<file path="config.mk">
export PLATFORM = sky130hd
export DESIGN_NAME = contiguous_block_allocator
export DESIGN_NICKNAME = d
export VERILOG_FILES = /design/src/hw/rtl/cba_pkg.sv /design/src/hw/rtl/contiguous_block_allocator.sv /design/src/hw/rtl/cba_ram.sv
export VERILOG_INCLUDE_DIRS = /design/src /design/src/hw/rtl
export SDC_FILE = /design/constraint.sdc
export NUM_CORES = 1
export LEC_CHECK = 0
export ABC_AREA = 0
export BUFFER_PORTS_ARGS = -buffer_cell sky130_fd_sc_hd__buf_2
export CORE_MARGIN = 2
export CORE_UTILIZATION = 57
export DETAILED_ROUTE_END_ITERATION = 12
export GPL_TIMING_DRIVEN = 0
export PLACE_DENSITY = 0.75
export SYNTH_ARGS = -nofsm -noshare
export SYNTH_HDL_FRONTEND = slang
export SYNTH_HIERARCHICAL = 1
export SYNTH_SLANG_ARGS = --single-unit
export TNS_END_PERCENT = 20
</file>
<file path="constraint.sdc">
create_clock -name clk -period 6.8 [get_ports clk]
set_input_delay 2.04 -clock clk [delete_from_list [all_inputs] [get_ports clk]]
set_output_delay 2.04 -clock clk [all_outputs]
set_load 0.02 [all_outputs]
</file>
<file path="src/hw/rtl/contiguous_block_allocator_defines.svh">
// Assertion macros for the contiguous block allocator.
// Uses the clk and rst signals of the module that includes it.
`ifndef CONTIGUOUS_BLOCK_ALLOCATOR_DEFINES_SVH
`define CONTIGUOUS_BLOCK_ALLOCATOR_DEFINES_SVH

// Condition that holds at every edge outside reset.
`define CBA_ASSERT(lbl, cond, msg) \
  lbl: assert property (@(posedge clk) disable iff (rst) (cond)) else $error(msg);

// Condition that holds in the cycle after a trigger.
`define CBA_ASSERT_NEXT(lbl, ante, cons, msg) \
  lbl: assert property (@(posedge clk) disable iff (rst) (ante) |=> (cons)) else $error(msg);

`endif

</file>
<file path="src/hw/rtl/cba_pkg.sv">
// Package for the contiguous block allocator: sizes, codes and types.
// No dependencies.
package cba_pkg;

  localparam int NUM_BLOCKS = 64;
  localparam int IDX_W      = $clog2(NUM_BLOCKS);
  localparam int PTR_W      = $clog2(NUM_BLOCKS + 1);
  localparam int FIELD_W    = 6;
  localparam int LEN_W      = 7;
  localparam int STAT_W     = 3;
  localparam int WORD_W     = STAT_W + IDX_W;

  typedef logic [STAT_W-1:0] status_t;
  localparam status_t ST_FREE = 3'd0;
  localparam status_t ST_ONE  = 3'd1;
  localparam status_t ST_HEAD = 3'd2;
  localparam status_t ST_MID  = 3'd3;
  localparam status_t ST_TAIL = 3'd4;

  typedef enum logic [1:0] {
    K_RESERVE = 2'd0,
    K_FREE    = 2'd1,
    K_DEFRAG  = 2'd2,
    K_NONE    = 2'd3
  } kind_t;

  typedef enum logic [3:0] {
    S_IDLE, S_EMIT, S_RS_RD, S_RS_EV, S_HS, S_MARK,
    S_FR_RD, S_FR_EV, S_DF_RD, S_DF_EV, S_DF_END
  } state_t;

  typedef struct packed {
    logic             ok;
    logic [IDX_W-1:0] handle;
    logic [IDX_W-1:0] start;
    logic [IDX_W-1:0] src;
    logic [IDX_W-1:0] dst;
    logic [PTR_W-1:0] len;
    logic             last;
  } res_t;

endpackage

</file>
<file path="src/hw/rtl/contiguous_block_allocator.sv">
// Contiguous block allocator top level: control sequencer over the block RAM.
// Depends on cba_pkg, cba_ram and contiguous_block_allocator_defines.svh.
//
// Usage:
//  Input channel (in_valid/in_stall) carries one word: kind, count, block_index.
//  kind 0 reserves count blocks, 1 frees the run starting at block_index,
//  2 compacts all live runs toward block 0, 3 is a no-op with a failure reply.
//  Output channel (out_valid/out_stall) returns one word per reserve/free/no-op,
//  and one move word per live run for compaction (one empty word if none);
//  last marks the final word of each request.
//  Only one request is in flight; in_stall is low only while the sequencer
//  is idle. Each table entry is handled as a RAM read, then an evaluate step.
//  Reserve: a scan of the table for a free run, a handle search and a
//  marking pass over the run. Free: a read and evaluate per block of the run.
//  Compaction: a scan of the whole table, then retiring the tail; each move
//  word adds its hand-off and any output waits. Each reply goes via S_EMIT.
//  A result sits in the output register until taken; a stalled receiver
//  holds back the next result and thus the sequencer.
//  Reset (synchronous, rst high) empties the table and frees all handles
//  together; no clearing pass is needed.
module contiguous_block_allocator (
  input  logic                         clk,
  input  logic                         rst,
  input  logic                         in_valid,
  output logic                         in_stall,
  input  logic [1:0]                   kind,
  input  logic [cba_pkg::LEN_W-1:0]    count,
  input  logic [cba_pkg::FIELD_W-1:0]  block_index,
  output logic                         out_valid,
  input  logic                         out_stall,
  output logic                         ok,
  output logic [cba_pkg::FIELD_W-1:0]  handle,
  output logic [cba_pkg::FIELD_W-1:0]  start_block,
  output logic [cba_pkg::FIELD_W-1:0]  move_source,
  output logic [cba_pkg::FIELD_W-1:0]  move_dest,
  output logic [cba_pkg::LEN_W-1:0]    move_length,
  output logic                         last
);
  import cba_pkg::*;

  `include "contiguous_block_allocator_defines.svh"

  localparam logic [PTR_W-1:0] LAST_IDX = PTR_W'(NUM_BLOCKS - 1);
  localparam logic [PTR_W-1:0] N_PTR    = PTR_W'(NUM_BLOCKS);
  localparam res_t RES_FAIL = '{ok: 1'b0, handle: '0, start: '0, src: '0, dst: '0,
                                len: '0, last: 1'b1};

  state_t state, state_next, ret, ret_next;
  res_t   res, res_next, outr, outr_next, pend, pend_next;
  logic   out_v, out_v_next, pend_v, pend_v_next, in_run, in_run_next;
  logic   first, first_next, rvq;
  logic [PTR_W-1:0] cnt, cnt_next, ptr, ptr_next, run, run_next;
  logic [PTR_W-1:0] hcnt, hcnt_next, wptr, wptr_next, rem, rem_next;
  logic [PTR_W-1:0] rlen, rlen_next;
  logic [IDX_W-1:0] start, start_next, rsrc, rsrc_next, rdst, rdst_next;
  logic [IDX_W-1:0] rh, rh_next;
  logic [NUM_BLOCKS-1:0] svalid, svalid_next, hv, hv_next;

  logic              ram_we;
  logic [IDX_W-1:0]  waddr, raddr;
  logic [WORD_W-1:0] wdata, rdata;
  status_t           st, mark_st;
  logic [IDX_W-1:0]  own;

  cba_ram #(.WIDTH(WORD_W), .DEPTH(NUM_BLOCKS)) u_ram (
    .clk   (clk),
    .we    (ram_we),
    .waddr (waddr),
    .wdata (wdata),
    .raddr (raddr),
    .rdata (rdata)
  );

  assign st  = rvq ? rdata[WORD_W-1:IDX_W] : ST_FREE;
  assign own = rdata[IDX_W-1:0];

  always_ff @(posedge clk) begin
    if (rst) begin
      state  <= S_IDLE;
      out_v  <= 1'b0;
      pend_v <= 1'b0;
      in_run <= 1'b0;
      svalid <= '0;
      hv     <= '0;
    end else begin
      state  <= state_next;
      out_v  <= out_v_next;
      pend_v <= pend_v_next;
      in_run <= in_run_next;
      svalid <= svalid_next;
      hv     <= hv_next;
    end
  end

  always_ff @(posedge clk) begin
    ret   <= ret_next;
    res   <= res_next;
    outr  <= outr_next;
    pend  <= pend_next;
    first <= first_next;
    cnt   <= cnt_next;
    ptr   <= ptr_next;
    run   <= run_next;
    hcnt  <= hcnt_next;
    wptr  <= wptr_next;
    rem   <= rem_next;
    rlen  <= rlen_next;
    start <= start_next;
    rsrc  <= rsrc_next;
    rdst  <= rdst_next;
    rh    <= rh_next;
    rvq   <= svalid[raddr];
  end

  always_comb begin
    if (cnt == PTR_W'(1)) begin
      mark_st = ST_ONE;
    end else if (rem == '0) begin
      mark_st = ST_HEAD;
    end else if (rem == cnt - PTR_W'(1)) begin
      mark_st = ST_TAIL;
    end else begin
      mark_st = ST_MID;
    end
  end

  always_comb begin
    res_t   nres;
    logic   done_run;
    state_t nxt;
    state_next  = state;
    ret_next    = ret;
    res_next    = res;
    outr_next   = outr;
    out_v_next  = out_v;
    pend_next   = pend;
    pend_v_next = pend_v;
    in_run_next = in_run;
    first_next  = first;
    cnt_next    = cnt;
    ptr_next    = ptr;
    run_next    = run;
    hcnt_next   = hcnt;
    wptr_next   = wptr;
    rem_next    = rem;
    rlen_next   = rlen;
    start_next  = start;
    rsrc_next   = rsrc;
    rdst_next   = rdst;
    rh_next     = rh;
    svalid_next = svalid;
    hv_next     = hv;
    ram_we      = 1'b0;
    waddr       = wptr[IDX_W-1:0];
    wdata       = rdata;
    raddr       = ptr[IDX_W-1:0];
    in_stall    = 1'b1;
    nres        = '0;
    done_run    = 1'b0;
    nxt         = S_DF_RD;

    if (out_v && !out_stall) begin
      out_v_next = 1'b0;
    end

    case (state)
      S_IDLE: begin
        in_stall = 1'b0;
        if (in_valid) begin
          case (kind)
            K_RESERVE: begin
              if (count == '0 || count > LEN_W'(NUM_BLOCKS)) begin
                res_next   = RES_FAIL;
                ret_next   = S_IDLE;
                state_next = S_EMIT;
              end else begin
                cnt_next   = PTR_W'(count);
                ptr_next   = '0;
                run_next   = '0;
                state_next = S_RS_RD;
              end
            end
            K_FREE: begin
              if (LEN_W'(block_index) >= LEN_W'(NUM_BLOCKS)) begin
                res_next   = RES_FAIL;
                ret_next   = S_IDLE;
                state_next = S_EMIT;
              end else begin
                ptr_next   = PTR_W'(block_index);
                first_next = 1'b1;
                state_next = S_FR_RD;
              end
            end
            K_DEFRAG: begin
              ptr_next    = '0;
              wptr_next   = '0;
              pend_v_next = 1'b0;
              in_run_next = 1'b0;
              state_next  = S_DF_RD;
            end
            default: begin
              res_next   = RES_FAIL;
              ret_next   = S_IDLE;
              state_next = S_EMIT;
            end
          endcase
        end
      end

      S_EMIT: begin
        if (!out_v || !out_stall) begin
          outr_next  = res;
          out_v_next = 1'b1;
          state_next = ret;
        end
      end

      S_RS_RD: state_next = S_RS_EV;

      S_RS_EV: begin
        if (st == ST_FREE && run == cnt - PTR_W'(1)) begin
          if (run == '0) begin
            start_next = ptr[IDX_W-1:0];
          end
          hcnt_next  = '0;
          state_next = S_HS;
        end else begin
          if (st != ST_FREE) begin
            run_next = '0;
          end else begin
            if (run == '0) begin
              start_next = ptr[IDX_W-1:0];
            end
            run_next = run + PTR_W'(1);
          end
          if (ptr == LAST_IDX) begin
            res_next   = RES_FAIL;
            ret_next   = S_IDLE;
            state_next = S_EMIT;
          end else begin
            ptr_next   = ptr + PTR_W'(1);
            state_next = S_RS_RD;
          end
        end
      end

      S_HS: begin
        if (hcnt == N_PTR) begin
          res_next   = RES_FAIL;
          ret_next   = S_IDLE;
          state_next = S_EMIT;
        end else if (!hv[hcnt[IDX_W-1:0]]) begin
          wptr_next  = PTR_W'(start);
          rem_next   = '0;
          state_next = S_MARK;
        end else begin
          hcnt_next = hcnt + PTR_W'(1);
        end
      end

      S_MARK: begin
        ram_we = 1'b1;
        wdata  = {mark_st, (rem == '0) ? hcnt[IDX_W-1:0] : IDX_W'(0)};
        svalid_next[wptr[IDX_W-1:0]] = 1'b1;
        if (rem == cnt - PTR_W'(1)) begin
          hv_next[hcnt[IDX_W-1:0]] = 1'b1;
          res_next        = RES_FAIL;
          res_next.ok     = 1'b1;
          res_next.handle = hcnt[IDX_W-1:0];
          res_next.start  = start;
          ret_next        = S_IDLE;
          state_next      = S_EMIT;
        end else begin
          rem_next  = rem + PTR_W'(1);
          wptr_next = wptr + PTR_W'(1);
        end
      end

      S_FR_RD: state_next = S_FR_EV;

      S_FR_EV: begin
        if (first && st != ST_ONE && st != ST_HEAD) begin
          res_next   = RES_FAIL;
          ret_next   = S_IDLE;
          state_next = S_EMIT;
        end else begin
          svalid_next[ptr[IDX_W-1:0]] = 1'b0;
          if (first) begin
            hv_next[own] = 1'b0;
          end
          first_next = 1'b0;
          if ((first && st == ST_ONE) || (!first && st == ST_TAIL) || ptr == LAST_IDX) begin
            res_next    = RES_FAIL;
            res_next.ok = 1'b1;
            ret_next    = S_IDLE;
            state_next  = S_EMIT;
          end else begin
            ptr_next   = ptr + PTR_W'(1);
            state_next = S_FR_RD;
          end
        end
      end

      S_DF_RD: state_next = S_DF_EV;

      S_DF_EV: begin
        nxt = (ptr == LAST_IDX) ? S_DF_END : S_DF_RD;
        nres.ok = 1'b1;
        if (in_run || st != ST_FREE) begin
          ram_we = 1'b1;
          svalid_next[wptr[IDX_W-1:0]] = 1'b1;
          wptr_next = wptr + PTR_W'(1);
        end
        if (!in_run) begin
          nres.src    = ptr[IDX_W-1:0];
          nres.dst    = wptr[IDX_W-1:0];
          nres.handle = own;
          nres.len    = PTR_W'(1);
          rsrc_next   = ptr[IDX_W-1:0];
          rdst_next   = wptr[IDX_W-1:0];
          rh_next     = own;
          rlen_next   = PTR_W'(1);
          if (st != ST_FREE) begin
            if (st == ST_HEAD && ptr != LAST_IDX) begin
              in_run_next = 1'b1;
            end else begin
              done_run = 1'b1;
            end
          end
        end else begin
          nres.src    = rsrc;
          nres.dst    = rdst;
          nres.handle = rh;
          nres.len    = rlen + PTR_W'(1);
          rlen_next   = rlen + PTR_W'(1);
          if (st == ST_TAIL || ptr == LAST_IDX) begin
            in_run_next = 1'b0;
            done_run    = 1'b1;
          end
        end
        ptr_next   = ptr + PTR_W'(1);
        state_next = nxt;
        if (done_run) begin
          pend_next   = nres;
          pend_v_next = 1'b1;
          if (pend_v) begin
            res_next   = pend;
            ret_next   = nxt;
            state_next = S_EMIT;
          end
        end
      end

      S_DF_END: begin
        for (int i = 0; i < NUM_BLOCKS; i++) begin
          if (PTR_W'(i) >= wptr) begin
            svalid_next[i] = 1'b0;
          end
        end
        if (pend_v) begin
          res_next = pend;
        end else begin
          res_next = RES_FAIL;
          res_next.ok = 1'b1;
        end
        res_next.last = 1'b1;
        pend_v_next   = 1'b0;
        ret_next      = S_IDLE;
        state_next    = S_EMIT;
      end

      default: state_next = S_IDLE;
    endcase
  end

  assign out_valid   = out_v;
  assign ok          = outr.ok;
  assign handle      = FIELD_W'(outr.handle);
  assign start_block = FIELD_W'(outr.start);
  assign move_source = FIELD_W'(outr.src);
  assign move_dest   = FIELD_W'(outr.dst);
  assign move_length = LEN_W'(outr.len);
  assign last        = outr.last;

  `CBA_ASSERT(a_df_order, (state != S_DF_EV) || (wptr <= ptr), "compaction write passed read")
  `CBA_ASSERT(a_mark_free_handle, (state != S_MARK) || !hv[hcnt[IDX_W-1:0]], "handle in use")
  `CBA_ASSERT_NEXT(a_accept_busy, in_valid && !in_stall, state != S_IDLE, "accepted word lost")
  `CBA_ASSERT_NEXT(a_mark_binds, state == S_MARK && rem == cnt - PTR_W'(1),
                   hv[$past(hcnt[IDX_W-1:0])], "reserved handle not bound")

endmodule

</file>
<file path="src/hw/rtl/cba_ram.sv">
// Generic simple dual-port RAM: one write port, one registered read port.
// No dependencies.
module cba_ram #(
  parameter int WIDTH = 8,
  parameter int DEPTH = 64
) (
  input  logic                     clk,
  input  logic                     we,
  input  logic [$clog2(DEPTH)-1:0] waddr,
  input  logic [WIDTH-1:0]         wdata,
  input  logic [$clog2(DEPTH)-1:0] raddr,
  output logic [WIDTH-1:0]         rdata
);

  logic [WIDTH-1:0] mem [DEPTH];

  always_ff @(posedge clk) begin
    if (we) begin
      mem[waddr] <= wdata;
    end
    rdata <= mem[raddr];
  end

endmodule
</file>
==> flow_summary.toml <==
[power]
leakage_nw = 13.63
swShare = 0.3167
peakVddDrop_mv = 0.2607
p_sw_mw = 5.099
power.share.sequential = 0.434
power_frac_comb = 0.251
p_total_mw = 16.10
power_density_nw_per_um2 = 376.2
clkPwrFrac = 0.315
power.internal_mw = 11.00

[timing]
report.final.slew_viol_count = 0
rsz0062_at_grt = "false"
fin_ws_ns = 1.725
fin_crit_ns = 5.075
max_slew_margin = 0.01792
finalCritPeriodShare = 0.7464
finClkSkew_ns = 0.02086
finalHoldViolCount = 0
finalSetupTns_ns = 0
clock.fmax_ghz = 0.1970
setup_viol = 0
worst_slew_pin_slew_ns = 1.473

[place]
gp_congestion = 1.005
placement.io_buffers = 53
place_hpwl_microns = 78470
placed_cell_area_sq_um = 39760
pre_cts_ws_ns = 1.956

[detailed_routing]
drc = 0
wl_per_cell_microns = 31.23
dr.pass1.iters = 8
dr.first_iter.drc_count = 3978
vias = 26020
routed_via_density = 7.009
wl_microns = 115900
ant_nets = 0

[clocking]
cts_root_buf = "clkbuf_16"
clock_latency_ns = 0.65
cts_sinks = 888
path_clk_slew_ns = 0.06
ctsLongestPathBuffers = 3
numCtsBuffers = 91
h-tree-depth = 3
cts_hold_buffers = 0
ctsResizeCount = 0
tritoncts = "yes"
post-cts-setup-buffers = 0

[finish]
layout_commonest_cell = "edfxtp_1"
seq_area_sq_um = 25210
design_area_sq_um = 42790
multiInputGateArea_sq_um = 11900
mostFrequentLayoutCells = "edfxtp_1 (743), nor2_1 (191), o21ai_0 (177)"
fillers = 4657
nNetsFinal = 2812
fin_util = 0.6498
drive_above_1_share = 0.1623
area_delta_synth_final_pct = 12.73

[floorplan]
rows = 94
core_sq_um = 65860
fp.dieArea_sq_um = 68680
ios = 54
die_w_microns = 262.1
initial_utilization = 0.5764
die_h_microns = 262.1

[synth]
synth-warning-count = 6
synth-seq-cells = 888
synthesis.area_sq_um = 37960
yosysUniqueCellTypes = 83
synth_cells = 2610
synthArstFlopShare = 0
synth_edf_count = 743
syn_area_per_cell_sq_um = 14.54
syn_nets = 2648
synthFlopType = "edfxtp_1"
ys_seq_area_frac = 0.6642

[critical_path]
cp_max_fo = 10
critical-path-max-stage-delay_ns = 1.09
required_ns = 4.76
critPathCaptureType = "primary output"
crit_chain = "clkbuf_1 -> nor4_1 -> inv_1 -> buf_2"
slowest_stage = "nor4_1"
crit_type = "flop to primary output"
cp-start-kind = "flop"
worstPathArrival_ns = 3.04

[global_routing]
grt_pass1_wl_microns = 168800
grt_util_all_layers = 0.3400
gr-total-overflow = 0
grt_pass1_vias = 25390
grt_max_degree = 62
antenna_found_initial = 2

[run_status]
status = "complete, no violations"

[job]
max-cap-violations = 0

[hold_path]
hold_class = "flop to flop"
==> layout make-up <==
type                            count  area share
Tap cell                          864     0.02526
Inverter                           27    0.002368
Clock buffer                      106     0.05596
Sequential cell                   888      0.5892
Clock inverter                     59     0.01444
Multi-Input combinational cell   1523      0.2781
Timing Repair Buffer               71     0.01365
Buffer                            172     0.02090
Antenna cell                        2   0.0001169
==> cell usage after synthesis (22+ instances only) <==
cell type / count / area share
a211oi_1: 25 / 0.0049
dfxtp_1: 145 / 0.076
a221oi_1: 22 / 0.0051
nor3_1: 37 / 0.0049
a21oi_1: 128 / 0.017
o22ai_1: 87 / 0.014
xnor2_1: 29 / 0.0067
nand3_1: 64 / 0.0084
mux2_2: 35 / 0.010
nor2_1: 191 / 0.019
clkbuf_1: 110 / 0.011
nand2_1: 132 / 0.013
edfxtp_1: 743 / 0.59
a31oi_1: 39 / 0.0064
mux4_2: 131 / 0.078
o21ai_0: 181 / 0.024
inv_1: 26 / 0.0026
nor2b_1: 38 / 0.0063
==> per-stage QoR <==
| step | std cells | hold WS, ns |
|---|---|---|
| after floorplan | 2610 | 0.4003 |
| after global placement | 3527 | 0.4013 |
| after detailed placement | 3545 | 0.4054 |
| after CTS | 3710 | 0.4135 |
| after global routing | 3711 | 0.4191 |
| final | 3712 | 0.4139 |
==> kinds of logic after synthesis <==
logic type / Yosys count / synth area share
flops: 888 / 0.6642
compound gates: 638 / 0.1048
simple gates: 614 / 0.08079
mux: 204 / 0.1063
buf+inv: 199 / 0.02624
xor+xnor: 48 / 0.01144
fa+ha+maj: 19 / 0.006262
==> path summary, 6_finish.rpt <==
kind | cells after the start | start | slack, ns | to
worst max-delay path | 4 | state[2]$_SDFFE_PP0P_ | 1.72 | in_stall
worst min-delay path | 0 | res[23]$_DFFE_PP_ | 0.41 | start_block[3]$_DFFE_PP_
worst max register to register | 9 | state[0]$_SDFFE_PP0P_ | 1.82 | svalid[4]$_SDFFE_PP0P_
worst min register to register | 0 | res[23]$_DFFE_PP_ | 0.41 | start_block[3]$_DFFE_PP_
==> metal layers <==
layer / up-vias / global-route usage / wire length [microns]
met3: 354 / 0.07118 / 13160
met2: 1889 / 0.5096 / 52380
met4: 0 / 0.1416 / 5082
li1: 10680 / - / -
met1: 13100 / 0.4892 / 45290
met5: - / 0 / 0
==> worst max-delay path, delay by kind of cell (launching register included) <==
kind | cells | cell delay (ns)
flops | 1 | 0.34
buf+inv | 3 | 0.95
simple gates | 1 | 1.09
==> power groups by stage <==
stage          clock, mW  sequential, mW  combinational (mW)
4_1_cts             5.12            6.97                3.95
2_1_floorplan          0            7.12                2.25
5_1_grt             5.31            7.00                4.22
3_5_place_dp           0            7.09                3.91
3_3_place_gp           0            7.25                3.58
6_report            5.08            6.98                4.04
==> sequential cells by signal, indices dropped and copies added (netlist names), 9 cells and up <==
| name | cells |
|---|---|
| u_ram/mem | 576 |
| pend | 25 |
| u_ram/rdata | 9 |
| res | 33 |
| hv | 64 |
| svalid | 64 |
Power figures use the tool's default switching activity.
